[src/design/sslp_pkg.sv]
// sslp_pkg: shared types and constants for the servo slew-limited PWM block.
// Used by sslp_ctrl, sslp_datapath and servo_slew_limited_pwm_top.
// No dependencies.
`timescale 1ns / 1ps

package sslp_pkg;

  // Item opcodes
  localparam logic OP_SET  = 1'b0;
  localparam logic OP_TICK = 1'b1;

  // Configuration register indexes
  localparam logic [1:0] CFG_PULSE_GAIN = 2'd0;
  localparam logic [1:0] CFG_PULSE_MID  = 2'd1;
  localparam logic [1:0] CFG_CHAN_USE   = 2'd2;

  // Configuration reset values
  localparam logic [11:0] GAIN_RST     = 12'd800;
  localparam logic [11:0] MID_RST      = 12'd2040;
  localparam logic [2:0]  CHAN_USE_RST = 3'd5;

  // Arithmetic constants
  localparam int          PIN_BITS   = 5;
  localparam logic signed [11:0] TARGET_MAX = 12'sd1024;
  localparam logic signed [11:0] TARGET_MIN = -12'sd1024;
  localparam logic signed [18:0] POS_SCALE  = 19'sd100;
  // ceil(2^24 / 100): |pos| * RECIP_100 >> 24 == |pos| / 100 for |pos| < 2^17
  localparam logic [17:0] RECIP_100  = 18'd167773;
  localparam int          RECIP_SHIFT = 24;
  localparam logic signed [14:0] PWM_MIN = 15'sd200;
  localparam logic signed [14:0] PWM_MAX = 15'sd3250;

  // Controller states
  typedef enum logic [2:0] {
    ST_IDLE,
    ST_STEP,
    ST_SCALE,
    ST_GAIN,
    ST_FIN,
    ST_OUT
  } state_t;

  // Commands from controller to datapath
  typedef struct packed {
    logic set_wr;     // store a set item
    logic tick_load;  // capture pin levels of a tick item
    logic step;       // settle enable and move current channel
    logic scale;      // position / 100
    logic gain;       // quotient * gain
    logic finish;     // midpoint, clamp, load result register
    logic last;       // current channel is the last of this tick
  } cmd_t;

endpackage

[src/design/sslp_ctrl.sv]
// sslp_ctrl: sequencer that walks the served channels of a tick item.
// Depends on sslp_pkg; drives sslp_datapath through sslp_pkg::cmd_t.
`timescale 1ns / 1ps

module sslp_ctrl #(
  parameter int CHANNELS = 5,
  parameter int CW = (CHANNELS > 1) ? $clog2(CHANNELS) : 1,
  parameter int NW = $clog2(CHANNELS + 1)
) (
  input  logic           clk,
  input  logic           rst_n,
  input  logic           in_valid,
  output logic           in_ready,
  input  logic           in_op,
  output logic           out_valid,
  input  logic           out_ready,
  input  logic [NW-1:0]  n_eff,
  output logic [CW-1:0]  chan_idx,
  output sslp_pkg::cmd_t cmd
);

  sslp_pkg::state_t state_r, state_nxt;
  logic [CW-1:0] idx_r, idx_nxt;
  logic          accept;
  logic          is_last;

  assign chan_idx = idx_r;
  assign accept   = in_valid && in_ready;
  assign is_last  = (NW'(idx_r) + NW'(1)) == n_eff;

  // State and channel counter
  always_ff @(posedge clk) begin
    if (!rst_n) begin
      state_r <= sslp_pkg::ST_IDLE;
      idx_r   <= '0;
    end else begin
      state_r <= state_nxt;
      idx_r   <= idx_nxt;
    end
  end

  // Next state and commands
  always_comb begin
    state_nxt     = state_r;
    idx_nxt       = idx_r;
    in_ready      = 1'b0;
    out_valid     = 1'b0;
    cmd           = '0;
    cmd.last      = is_last;
    unique case (state_r)
      sslp_pkg::ST_IDLE: begin
        in_ready = 1'b1;
        if (accept) begin
          if (in_op == sslp_pkg::OP_SET) begin
            cmd.set_wr = 1'b1;
          end else begin
            cmd.tick_load = 1'b1;
            idx_nxt       = '0;
            if (n_eff != '0) begin
              state_nxt = sslp_pkg::ST_STEP;
            end
          end
        end
      end
      sslp_pkg::ST_STEP: begin
        cmd.step  = 1'b1;
        state_nxt = sslp_pkg::ST_SCALE;
      end
      sslp_pkg::ST_SCALE: begin
        cmd.scale = 1'b1;
        state_nxt = sslp_pkg::ST_GAIN;
      end
      sslp_pkg::ST_GAIN: begin
        cmd.gain  = 1'b1;
        state_nxt = sslp_pkg::ST_FIN;
      end
      sslp_pkg::ST_FIN: begin
        cmd.finish = 1'b1;
        state_nxt  = sslp_pkg::ST_OUT;
      end
      sslp_pkg::ST_OUT: begin
        out_valid = 1'b1;
        if (out_ready) begin
          if (is_last) begin
            state_nxt = sslp_pkg::ST_IDLE;
          end else begin
            idx_nxt   = idx_r + CW'(1);
            state_nxt = sslp_pkg::ST_STEP;
          end
        end
      end
      default: begin
        state_nxt = sslp_pkg::ST_IDLE;
      end
    endcase
  end

  // Input and output sides never open together
  a_no_overlap: assert property (@(posedge clk) disable iff (!rst_n)
    !(in_ready && out_valid))
    else $error("input taken while a result is pending");

  // Served channel stays inside the tick's channel count
  a_idx_range: assert property (@(posedge clk) disable iff (!rst_n)
    (state_r != sslp_pkg::ST_IDLE) |-> (NW'(idx_r) < n_eff))
    else $error("channel counter beyond channels in use");

  // A tick with no channels in use returns straight to idle
  a_empty_tick: assert property (@(posedge clk) disable iff (!rst_n)
    (accept && in_op == sslp_pkg::OP_TICK && n_eff == '0)
      |=> (state_r == sslp_pkg::ST_IDLE))
    else $error("empty tick started a channel walk");

  // Last result of a tick returns to idle
  a_last_done: assert property (@(posedge clk) disable iff (!rst_n)
    (out_valid && out_ready && is_last) |=> in_ready)
    else $error("tick did not finish after its last result");

endmodule

[src/design/sslp_datapath.sv]
// sslp_datapath: channel state, configuration registers, ramp step and PWM math.
// Depends on sslp_pkg; sequenced by sslp_ctrl.
`timescale 1ns / 1ps

module sslp_datapath #(
  parameter int CHANNELS = 5,
  parameter int CW = (CHANNELS > 1) ? $clog2(CHANNELS) : 1,
  parameter int NW = $clog2(CHANNELS + 1)
) (
  input  logic               clk,
  input  logic               rst_n,
  input  sslp_pkg::cmd_t     cmd,
  input  logic [CW-1:0]      chan_idx,
  output logic [NW-1:0]      n_eff,
  input  logic               cfg_we,
  input  logic [1:0]         cfg_index,
  input  logic [11:0]        cfg_wdata,
  input  logic [2:0]         in_channel,
  input  logic signed [11:0] in_target_pos,
  input  logic [11:0]        in_step_limit,
  input  logic               in_enable_req,
  input  logic [4:0]         in_pins_low,
  output logic [2:0]         out_channel,
  output logic               out_pwm_write,
  output logic [11:0]        out_pwm_value,
  output logic               out_last
);

  // Configuration
  logic [11:0] gain_r;
  logic [11:0] mid_r;
  logic [2:0]  chan_use_r;

  // Per-channel state
  logic                     enabled_r [CHANNELS];
  logic                     request_r [CHANNELS];
  logic signed [11:0]       target_r  [CHANNELS];
  logic [11:0]              rate_r    [CHANNELS];
  logic signed [17:0]       pos_r     [CHANNELS];

  logic [4:0] pins_r;

  // Step results and PWM pipeline
  logic               wr_r;
  logic               calc_r;
  logic signed [17:0] pos_s_r;
  logic               neg_r;
  logic [34:0]        prod1_r;
  logic [22:0]        prod2_r;

  // Combinational step
  logic               pin_low;
  logic               en_new;
  logic               wr_c;
  logic               calc_c;
  logic signed [17:0] pos_new;
  logic signed [18:0] err;
  logic signed [18:0] mag;
  logic signed [18:0] dw;
  logic signed [18:0] rate_ext;
  logic signed [11:0] tgt_sat;
  logic [16:0]        abs_pos;
  logic [10:0]        quot;
  logic [12:0]        mag_pwm;
  logic signed [14:0] pwm_raw;
  logic [11:0]        pwm_clamped;

  // Channels in use, saturated to the built channel count
  always_comb begin
    if (int'(chan_use_r) > CHANNELS) begin
      n_eff = NW'(CHANNELS);
    end else begin
      n_eff = NW'(chan_use_r);
    end
  end

  // Configuration registers
  always_ff @(posedge clk) begin
    if (!rst_n) begin
      gain_r     <= sslp_pkg::GAIN_RST;
      mid_r      <= sslp_pkg::MID_RST;
      chan_use_r <= sslp_pkg::CHAN_USE_RST;
    end else if (cfg_we) begin
      unique case (cfg_index)
        sslp_pkg::CFG_PULSE_GAIN: gain_r     <= cfg_wdata;
        sslp_pkg::CFG_PULSE_MID:  mid_r      <= cfg_wdata;
        sslp_pkg::CFG_CHAN_USE:   chan_use_r <= cfg_wdata[2:0];
        default: ;
      endcase
    end
  end

  // Target saturation for set items
  always_comb begin
    if (in_target_pos > sslp_pkg::TARGET_MAX) begin
      tgt_sat = sslp_pkg::TARGET_MAX;
    end else if (in_target_pos < sslp_pkg::TARGET_MIN) begin
      tgt_sat = sslp_pkg::TARGET_MIN;
    end else begin
      tgt_sat = in_target_pos;
    end
  end

  // Enable settle and slew-limited move for the current channel
  always_comb begin
    pin_low = 1'b0;
    for (int k = 0; k < sslp_pkg::PIN_BITS; k++) begin
      if (int'(chan_idx) == k) begin
        pin_low = pins_r[k];
      end
    end
    en_new = enabled_r[chan_idx];
    wr_c   = 1'b0;
    calc_c = 1'b0;
    if (enabled_r[chan_idx] != request_r[chan_idx]) begin
      if (!request_r[chan_idx]) begin
        if (pin_low) begin
          en_new = 1'b0;
          wr_c   = 1'b1;
        end
      end else begin
        en_new = 1'b1;
      end
    end
    err      = {{7{target_r[chan_idx][11]}}, target_r[chan_idx]} * sslp_pkg::POS_SCALE
               - {pos_r[chan_idx][17], pos_r[chan_idx]};
    mag      = err[18] ? -err : err;
    rate_ext = {7'b0, rate_r[chan_idx]};
    dw       = err;
    if (rate_ext != '0 && mag > rate_ext) begin
      dw = err[18] ? -rate_ext : rate_ext;
    end
    pos_new = pos_r[chan_idx];
    if (en_new && dw != '0) begin
      pos_new = 18'(({pos_r[chan_idx][17], pos_r[chan_idx]}) + dw);
      wr_c    = 1'b1;
      calc_c  = 1'b1;
    end
  end

  // Channel state updates
  always_ff @(posedge clk) begin
    if (!rst_n) begin
      for (int c = 0; c < CHANNELS; c++) begin
        enabled_r[c] <= 1'b0;
        request_r[c] <= 1'b0;
        target_r[c]  <= '0;
        rate_r[c]    <= '0;
        pos_r[c]     <= '0;
      end
      pins_r <= '0;
    end else begin
      if (cmd.set_wr && int'(in_channel) < CHANNELS) begin
        target_r[CW'(in_channel)]  <= tgt_sat;
        rate_r[CW'(in_channel)]    <= in_step_limit;
        request_r[CW'(in_channel)] <= in_enable_req;
      end
      if (cmd.tick_load) begin
        pins_r <= in_pins_low;
      end
      if (cmd.step) begin
        enabled_r[chan_idx] <= en_new;
        pos_r[chan_idx]     <= pos_new;
      end
    end
  end

  // Step result capture
  always_ff @(posedge clk) begin
    if (cmd.step) begin
      wr_r    <= wr_c;
      calc_r  <= calc_c;
      pos_s_r <= pos_new;
    end
  end

  // position / 100 by reciprocal on the magnitude, sign kept aside
  assign abs_pos = pos_s_r[17] ? 17'(-pos_s_r) : pos_s_r[16:0];

  always_ff @(posedge clk) begin
    if (cmd.scale) begin
      neg_r   <= pos_s_r[17];
      prod1_r <= 35'(abs_pos) * 35'(sslp_pkg::RECIP_100);
    end
  end

  assign quot = prod1_r[sslp_pkg::RECIP_SHIFT +: 11];

  // quotient * gain
  always_ff @(posedge clk) begin
    if (cmd.gain) begin
      prod2_r <= 23'(quot) * 23'(gain_r);
    end
  end

  // /2 then /512 toward zero is >>10 on the magnitude; add midpoint and clamp
  always_comb begin
    mag_pwm = prod2_r[22:10];
    pwm_raw = neg_r ? ($signed({3'b0, mid_r}) - $signed({2'b0, mag_pwm}))
                    : ($signed({3'b0, mid_r}) + $signed({2'b0, mag_pwm}));
    if (pwm_raw < sslp_pkg::PWM_MIN) begin
      pwm_clamped = 12'(sslp_pkg::PWM_MIN);
    end else if (pwm_raw > sslp_pkg::PWM_MAX) begin
      pwm_clamped = 12'(sslp_pkg::PWM_MAX);
    end else begin
      pwm_clamped = pwm_raw[11:0];
    end
  end

  // Result register
  always_ff @(posedge clk) begin
    if (cmd.finish) begin
      out_channel   <= 3'(chan_idx);
      out_pwm_write <= wr_r;
      out_pwm_value <= calc_r ? pwm_clamped : '0;
      out_last      <= cmd.last;
    end
  end

endmodule

[src/design/servo_slew_limited_pwm_top.sv]
// servo_slew_limited_pwm_top: multi-channel servo ramp generator with PWM output.
// Depends on sslp_pkg, sslp_ctrl and sslp_datapath.
//
//   channel | direction | contents
//   in_     | in        | set item (target, step limit, enable) or tick item (pin levels)
//   out_    | out       | one result per served channel of a tick, channel order
//   cfg_    | in        | pulse gain, pulse midpoint, channels in use
//
// A set item is stored without leaving idle. A tick item walks each served channel
// through step, divide, gain multiply, clamp and result, as the controller walks
// channels one at a time through the shared PWM arithmetic.
// Synchronous active-low reset clears channel state and loads register defaults.
// A stalled result holds the channel walk; no input is taken until a tick ends.
`timescale 1ns / 1ps

module servo_slew_limited_pwm_top #(
  parameter int CHANNELS = 5
) (
  input  logic               clk,
  input  logic               rst_n,
  input  logic               in_valid,
  output logic               in_ready,
  input  logic               in_op,
  input  logic [2:0]         in_channel,
  input  logic signed [11:0] in_target_pos,
  input  logic [11:0]        in_step_limit,
  input  logic               in_enable_req,
  input  logic [4:0]         in_pins_low,
  output logic               out_valid,
  input  logic               out_ready,
  output logic [2:0]         out_channel,
  output logic               out_pwm_write,
  output logic [11:0]        out_pwm_value,
  output logic               out_last,
  input  logic               cfg_we,
  input  logic [1:0]         cfg_index,
  input  logic [11:0]        cfg_wdata
);

  localparam int CW = (CHANNELS > 1) ? $clog2(CHANNELS) : 1;
  localparam int NW = $clog2(CHANNELS + 1);

  sslp_pkg::cmd_t cmd;
  logic [CW-1:0]  chan_idx;
  logic [NW-1:0]  n_eff;

  // Sequencer
  sslp_ctrl #(
    .CHANNELS (CHANNELS),
    .CW       (CW),
    .NW       (NW)
  ) u_ctrl (
    .clk       (clk),
    .rst_n     (rst_n),
    .in_valid  (in_valid),
    .in_ready  (in_ready),
    .in_op     (in_op),
    .out_valid (out_valid),
    .out_ready (out_ready),
    .n_eff     (n_eff),
    .chan_idx  (chan_idx),
    .cmd       (cmd)
  );

  // Channel state and arithmetic
  sslp_datapath #(
    .CHANNELS (CHANNELS),
    .CW       (CW),
    .NW       (NW)
  ) u_datapath (
    .clk           (clk),
    .rst_n         (rst_n),
    .cmd           (cmd),
    .chan_idx      (chan_idx),
    .n_eff         (n_eff),
    .cfg_we        (cfg_we),
    .cfg_index     (cfg_index),
    .cfg_wdata     (cfg_wdata),
    .in_channel    (in_channel),
    .in_target_pos (in_target_pos),
    .in_step_limit (in_step_limit),
    .in_enable_req (in_enable_req),
    .in_pins_low   (in_pins_low),
    .out_channel   (out_channel),
    .out_pwm_write (out_pwm_write),
    .out_pwm_value (out_pwm_value),
    .out_last      (out_last)
  );

endmodule

[config.mk]
export PLATFORM = sky130hd
export DESIGN_NAME = servo_slew_limited_pwm_top
export DESIGN_NICKNAME = d
export VERILOG_FILES = /design/src/design/sslp_pkg.sv /design/src/design/sslp_ctrl.sv /design/src/design/sslp_datapath.sv /design/src/design/servo_slew_limited_pwm_top.sv
export SDC_FILE = /design/constraint.sdc
export NUM_CORES = 1
export LEC_CHECK = 0
export ABC_AREA = 1
export BUFFER_PORTS_ARGS = -buffer_cell sky130_fd_sc_hd__buf_2
export CAP_MARGIN = 25
export CORE_AREA = 2 2 279 281
export DETAILED_ROUTE_END_ITERATION = 10
export DIE_AREA = 0 0 281 283
export HOLD_SLACK_MARGIN = 0.1
export PLACE_DENSITY = 0.65
export REMOVE_ABC_BUFFERS = 1
export SLEW_MARGIN = 20
export SYNTH_ARGS = -nofsm -noshare
export SYNTH_HDL_FRONTEND = slang
export SYNTH_HIERARCHICAL = 1
export SYNTH_SLANG_ARGS = --single-unit
[constraint.sdc]
create_clock -name clk -period 31.1 [get_ports clk]
set_input_delay 3.11 -clock clk [delete_from_list [all_inputs] [get_ports clk]]
set_output_delay 3.11 -clock clk [all_outputs]
set_load 0.01 [all_outputs]
* Word-level counts from Yosys, hierarchy flattened *
Memories as Yosys holds them, arrays and structs flattened. A register that Yosys moved wholly into a read port is not among the register bits.
Cells that the tools add are included.

operators by class
  mux-type cells = 76
  multipliers = 3
  reduce and logical (&&, ||, !) cells = 23
  eq/ne operators = 18
  bitwise logic cells = 1
  order comparisons = 7
  add/sub/neg operators = 8

operators with widths
  operator                  number
  $mux W3                   24
  $mux W12                  5
  $mux W19                  3
  $mux W18                  2
  $mul A17 B18 Y35 const B  1
  $mux W1                   35
  $reduce_or A12 Y1         2
  $mul A11 B12 Y23          1
  $gt A19 B13 Y1            1
  $mul A19 B5 Y17 const B   1
  $neg A12 Y19              1
  $neg A19 Y19              1
  $reduce_bool A19 Y1       1
  $sub A19 B19 Y19          1
  $add A18 B18 Y18          1
  $pmux W3 S6               1
  $reduce_or A18 Y1         1
  $mux W17                  1
  $neg A17 Y17              1
  $eq A3 B3 Y1 const B      5
  $gt A15 B13 Y1 const B    1
  $lt A15 B9 Y1 const B     1
  $mux W15                  1
  $add A12 B13 Y14          1
  30 further kinds          43

word-level totals
  bits in registers = 134
  word-level logic and storage cells = 159
  bits in writable memories = 220
  bits of input ports = 53
  memories = 5

memories
  memory                depth  bits a word  read ports  clocked after Yosys merged registers in  write ports  RTL line             source
  u_datapath.pos_r      5      18           1           1                                        5            sslp_datapath.sv:39  logic signed [17:0] pos_r [CHANNELS];
  u_datapath.rate_r     5      12           1           1                                        5            sslp_datapath.sv:38  logic [11:0] rate_r [CHANNELS];
  u_datapath.target_r   5      12           1           1                                        5            sslp_datapath.sv:37  logic signed [11:0] target_r [CHANNELS];
  u_datapath.enabled_r  5      1            1           1                                        5            sslp_datapath.sv:35  logic enabled_r [CHANNELS];
  u_datapath.request_r  5      1            1           1                                        5            sslp_datapath.sv:36  logic request_r [CHANNELS];

* Longest topological paths before layout *
Gate-level depths: netlist of run 1.

  depth in word-level cells = 12
  mapped depth = 81
  mapped depth without buffers = 72

* Cells and area by module *
The synthesis of run 1 kept the hierarchy.

modules (own cells, without submodules)
  module         times used  area an instance (um^2)  cells an instance  sequential area each (um^2)
  sslp_datapath  1           33509.6                  3584               12972.4
  sslp_ctrl      1           539.3                    86                 120.1

* Worst setup path after synthesis of run 1 *
Ideal clock, no wire load.

  kind = flip-flop to flip-flop
  start = register u_ctrl.idx_r[0], in the netlist u_ctrl/chan_idx[0]
  end = memory u_datapath.pos_r[4][16], data pin
  stages on the path, launching flop included = 79
  setup slack = 19.797 ns
  required time = 30.830 ns
  data arrival time = 11.033 ns
  setup time = 0.270 ns
  cell sequence = dfxtp_1 inv_2 nor2_2 buf_2 buf_1 buf_1 buf_1 clkbuf_1 nand2_1 nand4_1 nor2_1 a31oi_1 ha_1 ha_1 inv_1 fa_1 inv_1 ha_1 (+43 left out) fa_1 o21ai_0 a21oi_1 o21bai_1 nand3_1 nand2_1 nand3_1 nand2_1 nand3_1 nand2_1 a21oi_1 o21ai_0 a21oi_1 o21ai_0 xnor2_1 nand3_4 nand2_4 nor2_2

RTL lines
  item                      RTL line             source
  start: declaration        sslp_ctrl.sv:23      logic [CW-1:0] idx_r, idx_nxt;
  start signal: assignment  sslp_ctrl.sv:38      idx_r <= idx_nxt;
  end: declaration          sslp_datapath.sv:39

==> results of run 1 <==
-- layer usage --
layer | wire length (um) | global-route usage, % | vias up
li1 | - | - | 12062
met1 | 35500 | 26.8 | 12100
met2 | 40700 | 36.6 | 602
met3 | 4180 | 2.60 | 108
met4 | 1670 | 5.03 | 0
met5 | 0 | 0 | -
-- sequential cells by signal (all words and copies together) (netlist names) --
name and flops:
u_datapath/pos_r 144, u_datapath/rate_r 96, u_datapath/target_r 96, u_datapath/pos_s_r 18, u_datapath/prod2_r 13, u_datapath/gain_r 12, u_datapath/mid_r 12, u_datapath/out_pwm_value 12
u_datapath/prod1_r 11, u_datapath/enabled_r 8, u_datapath/request_r 8, u_datapath/pins_r 5, u_ctrl/chan_idx 3, u_ctrl/state_r 3, u_datapath/chan_use_r 3, u_datapath/out_channel 3
u_datapath/calc_r 1, u_datapath/neg_r 1, u_datapath/out_last 1, u_datapath/out_pwm_write 1, u_datapath/wr_r 1
-- stage by stage --
stage | cells | setup slack [ps] | hold slack (ps) | util, % | instance area [sq um]
3_3_place_gp | 4770 | 18420 | 405 | 46.5 | 35700
4_1_cts | 4861 | 18140 | 433 | 48.6 | 37300
3_5_place_dp | 4773 | 18180 | 419 | 46.6 | 35700
2_1_floorplan | 3623 | 19190 | 400 | - | 33700
5_1_grt | 4862 | 16850 | 448 | 48.6 | 37300
6_report | 4862 | 18110 | 431 | 48.6 | 37300
-- synth_stat cells (all sizes together) (2+ instances only) --
cell	number	area, sq um
a211oi	6	45.0
a21boi	3	22.5
a21o	10	75.1
a21oi	114	582
a221oi	31	272
a22o	9	78.8
a22oi	96	731
a31oi	15	93.8
and2	3	20.0
and3	2	12.5
buf	41	285
clkbuf	80	300
dfxtp	48	961
edfxtp	404	12100
fa	213	4260
ha	307	3840
inv	716	2690
mux2i	2	20.0
nand2	654	2620
nand3	168	1030
nand3b	9	75.1
nand4	24	156
nor2	388	1580
nor3	36	190
nor4	3	18.8
o211ai	5	37.5
o21a	3	22.5
o21ai	134	674
o21bai	16	120
o31ai	7	52.6
or2	6	37.5
xnor2	21	184
xor2	87	769
-- cell families after synthesis --
family | count (synthesis) | synth area share (%)
AND/OR/NAND/NOR | 1295 | 16.9
buffers and inverters | 838 | 9.62
adder cells (fa/ha/maj) | 520 | 23.8
AO/OA/AOI/OAI | 454 | 8.37
flip-flops | 452 | 38.5
XOR/XNOR | 108 | 2.80
multiplexers | 2 | 0.0588
other | 1 | 0.0110
-- worst max path at each step --
| stage | from | slack [ps] | endpoint |
|---|---|---|---|
| finish | u_ctrl/chan_idx[0] | 18110 | u_datapath/pos_r[7][16] |
| floorplan | u_ctrl/chan_idx[0] | 19190 | u_datapath/pos_r[4][16] |
| detailed placement | u_ctrl/chan_idx[0] | 18180 | u_datapath/pos_r[6][16] |
| global route | u_ctrl/chan_idx[0] | 16850 | u_datapath/pos_r[6][16] |
| global placement | u_ctrl/chan_idx[0] | 18420 | u_datapath/pos_r[1][16] |
| CTS | u_ctrl/chan_idx[0] | 18140 | u_datapath/pos_r[7][16] |
-- area by class of cell --
class,instances,area [sq um]
clock buffers,66,1380
clock inverters,22,178
fillers,7249,39400
inverters,717,2690
multi-input cells,2454,18000
flip-flops and latches,452,13100
well taps,1040,1300
repair buffers,111,674
-- layout by cell type, fill, tap and decap left out, types with 6 or more instances in the layout --
| cell type | Yosys | final |
|---|---|---|
| buf_4 | 3 | 36 |
| a221oi_1 | 31 | 31 |
| clkinv_2 | 0 | 7 |
| inv_2 | 16 | 17 |
| nand2_4 | 13 | 13 |
| o21ai_0 | 131 | 131 |
| edfxtp_1 | 404 | 404 |
| nand3_1 | 149 | 149 |
| inv_1 | 700 | 699 |
| o21bai_1 | 16 | 16 |
| a31oi_1 | 15 | 15 |
| nand2_2 | 27 | 28 |
| nor2_4 | 4 | 6 |
| or2_2 | 6 | 6 |
| nor2_2 | 29 | 29 |
| nand4_1 | 23 | 23 |
| nor3_1 | 34 | 31 |
| nand3_2 | 7 | 7 |
| a21o_1 | 10 | 10 |
| a22oi_1 | 94 | 94 |
| a21oi_1 | 111 | 111 |
| clkbuf_1 | 80 | 10 |
| o31ai_1 | 7 | 7 |
| clkbuf_16 | 0 | 51 |
| fa_1 | 213 | 213 |
| buf_2 | 8 | 71 |
| nand2_1 | 614 | 613 |
| xor2_1 | 86 | 86 |
| clkinv_1 | 1 | 7 |
| a211oi_1 | 6 | 6 |
| xnor2_1 | 21 | 21 |
| nand3_4 | 12 | 12 |
| nor2_1 | 354 | 352 |
| dfxtp_1 | 48 | 47 |
| nand3b_1 | 7 | 7 |
| a22o_1 | 9 | 9 |
| conb_1 | 1 | 75 |
| ha_1 | 307 | 307 |
-- worst reg2reg max path: cells and delay by family, from the launching register on --
family | cells | cell delay, ps
fa+ha+maj | 8 | 2650
simple gates | 26 | 3320
flops | 1 | 850
compound gates | 18 | 3460
buf+inv | 11 | 1890
xor+xnor | 3 | 520
==> results.json, run 1 <==
{
  "grt_pass1_wl_um": 131000,
  "htreeDepth": 2,
  "worstSetupPathType": "flop to flop",
  "grt_pass1_vias": 24903,
  "rsz0062_at_grt": "false",
  "vias": 24872,
  "postCtsSetupBuffers": 0,
  "overflow": 0,
  "synth.distinct_cells": 65,
  "grt_usage_pct": 20.7,
  "core_area_sq_mm": 0.0767,
  "clockBufferDepth": 3,
  "status": "finished clean",
  "critPathMaxStageDelay_ps": 850,
  "cp.required_ps": 31470,
  "hold_start": "u_datapath/wr_r",
  "ys.flop_type": "edfxtp_1",
  "reg2reg_slack_ps": 18110,
  "diodes": 0,
  "fin_crit_ps": 12990,
  "tritoncts": "yes",
  "clock_latency_ps": 610,
  "clock_skew_ps": 15.9,
  "worstMarginPinSlew_ps": 1050,
  "drc": 0,
  "boundaryPins": 72,
  "nNetsFinal": 4357,
  "hold_path.class": "flop to flop",
  "die_area_sq_mm": 0.0795,
  "hold_depth": 0,
  "reg2reg_depth": 66,
  "wl_per_cell_um": 16.9,
  "ctsResizeCount": 0,
  "cts_sinks": 452,
  "reg2reg_from": "u_ctrl/chan_idx[0]",
  "crit_arrival_ps": 13360,
  "tns_ps": 0,
  "areaGrowthSynthToFinish_pct": 9.58,
  "cts_buffers": 48,
  "async_flop_share_pct": 0,
  "fin_crit_sh_pct": 41.8,
  "ys_seq_elements": 452,
  "antenna_left": 0,
  "cts-root-buf": "clkbuf_16",
  "seq_area_frac_synth_pct": 38.5,
  "slew_headroom_pct": 29.6,
  "grt_antenna_before_repair": 0,
  "crit_fanout": 46,
  "clk_pin_slew_worst_paths_ps": 70,
  "drive_above_1_share_pct": 8.35,
  "wirelength_um": 82000,
  "slowest_stage": "dfxtp_2",
  "endpoint_kind": "flop",
  "setup_viol_count_final": 0,
  "initial_core_util_pct": 44.4,
  "slew_violations": 0,
  "gp_congestion": 0.893,
  "avgViaCountPerCell": 5.12,
  "avgSynthCellArea_sq_um": 9.28,
  "grt_max_degree": 70,
  "firstDrtPassIters": 5,
  "cp_num_buf_inv": 11,
  "die_w_um": 281,
  "drt_iter0_drc": 1664,
  "dp_hpwl_um": 59500,
  "synth-edff-count": 404,
  "syn-cell-area_sq_mm": 0.0340,
  "whs_endpoint": "u_datapath/out_pwm_write",
  "row_count": 102,
  "die_h_um": 283,
  "cp_common_cell": "a21oi_1",
  "io_buffers": 71,
  "worst-path-stages": 66,
  "ctsHoldBuffers": 0,
  "worstSetupStartpointType": "flop",
  "cp_top_family": "compound AO/OA/AOI/OAI gates",
  "worstReg2RegEnd": "u_datapath/pos_r[7][16]",
  "yosys_warnings": 6,
  "syn_inst": 3670,
  "maxCapViolations": 0,
  "fmax_mhz": 77.0,
  "hold_violations": 0
}
Power of run 1 is left out: the tool's default activity adds up to more than one toggle a clock period on the data nets, which glitch-free logic cannot reach.
==> run 2: changes to the inputs <==
==> constraint.sdc (replaced) <==
create_clock -name clk -period 13.2 [get_ports clk]
set_input_delay 1.32 -clock clk [delete_from_list [all_inputs] [get_ports clk]]
set_output_delay 1.32 -clock clk [all_outputs]
set_load 0.01 [all_outputs]
==> results.json, run 2 (same netlist as run 1, synthesis figures left out) <==
{
  "hold_violations": 0,
  "cp_top_family": "simple AND/OR/NAND/NOR gates",
  "row_count": 102,
  "status": "finished clean",
  "rsz0062_at_grt": "false",
  "fin_crit_sh_pct": 89.9,
  "crit_arrival_ps": 12190,
  "slew_headroom_pct": 31.8,
  "layout_common_cells": "699 x inv_1, 614 x nand2_1, 404 x edfxtp_1, 352 x nor2_1, 307 x ha_1",
  "tritoncts": "yes",
  "dp_hpwl_um": 60600,
  "htreeDepth": 2,
  "nNetsFinal": 4365,
  "gp_congestion": 0.918,
  "worstSetupStartpointType": "flop",
  "hold_path.class": "flop to flop",
  "clockBufferDepth": 3,
  "tns_ps": 0,
  "die_area_sq_mm": 0.0795,
  "endpoint_kind": "flop",
  "reg.largest.list": "u_datapath/pos_r: 144 flops, u_datapath/rate_r: 96 flops, u_datapath/target_r: 96 flops",
  "ctsHoldBuffers": 0,
  "slew_violations": 0,
  "fill_cells": 7189,
  "worstSetupPathType": "flop to flop",
  "boundaryPins": 72,
  "postCtsSetupBuffers": 0,
  "core_area_sq_mm": 0.0767,
  "critPathMaxStageDelay_ps": 610,
  "slowest_stage": "dfxtp_2",
  "post-route-util_pct": 48.8,
  "stdcell_count": 4868,
  "areaGrowthSynthToFinish_pct": 9.90,
  "clk_pin_slew_worst_paths_ps": 60,
  "clock_skew_ps": 41.8,
  "cts_buffers": 50,
  "worstMarginPinSlew_ps": 1020,
  "grt_antenna_before_repair": 1,
  "die_h_um": 283,
  "overflow": 0,
  "wirelength_um": 82600,
  "drive_above_1_share_pct": 8.52,
  "grt_pass1_vias": 24686,
  "cts_sinks": 452,
  "fmax_mhz": 84.2,
  "fin_crit_ps": 11870,
  "grt_pass1_wl_um": 132000,
  "firstDrtPassIters": 5,
  "io_buffers": 71,
  "drc": 0,
  "multi_input_area_sq_mm": 0.0180,
  "vias": 24826,
  "maxCapViolations": 0,
  "wl_per_cell_um": 17.0,
  "diodes": 0,
  "cts-root-buf": "clkbuf_16",
  "antenna_left": 0,
  "die_w_um": 281,
  "drt_iter0_drc": 1759,
  "grt_max_degree": 45,
  "avgViaCountPerCell": 5.10,
  "cp.required_ps": 13520,
  "clock_latency_ps": 620,
  "initial_core_util_pct": 44.4,
  "grt_usage_pct": 20.9,
  "top_register": "u_datapath/pos_r",
  "crit_fanout": 28,
  "final_common_cell": "inv_1",
  "largest_reg_flops": 144,
  "regArea_sq_mm": 0.0131,
  "cp_num_buf_inv": 9,
  "holdWs_ps": 430,
  "ctsResizeCount": 0,
  "setup_viol_count_final": 0,
  "dp.cells": 4778
}
## run 2: per-stage QoR
step	instance area, sq um	setup slack (ps)
after global routing	37400	84.3
after floorplan	33700	1290
after detailed placement	35800	1230
after CTS	37400	1150
after global placement	35800	1480
final	37400	1330
## run 2: worst paths after layout
path	from	end	slack, ps	depth (start not counted)
max	u_ctrl/chan_idx[1]	u_datapath/pos_s_r[17]	1330	70
min	u_datapath/wr_r	u_datapath/out_pwm_write	430	0
max reg2reg	u_ctrl/chan_idx[1]	u_datapath/pos_s_r[17]	1330	70
min reg2reg	u_datapath/wr_r	u_datapath/out_pwm_write	430	0
## run 2: final cells by class
type	count	area share, %
sequential	452	35.0
tap	1040	3.48
inverter	717	7.20
clock buffer	63	3.50
clock inverter	25	0.829
timing repair buffer	116	1.92
multi-input combinational	2455	48.1
## run 2: per-layer routing
layer  up-vias  GRT usage (%)  wire length, um
met2       605           36.1            40800
met3       131           2.93             4070
li1      12074              -                -
met4         2           6.06             2280
met1     12014           27.2            35400
met5         -              0                8
Power of run 2 is left out for the same reason.
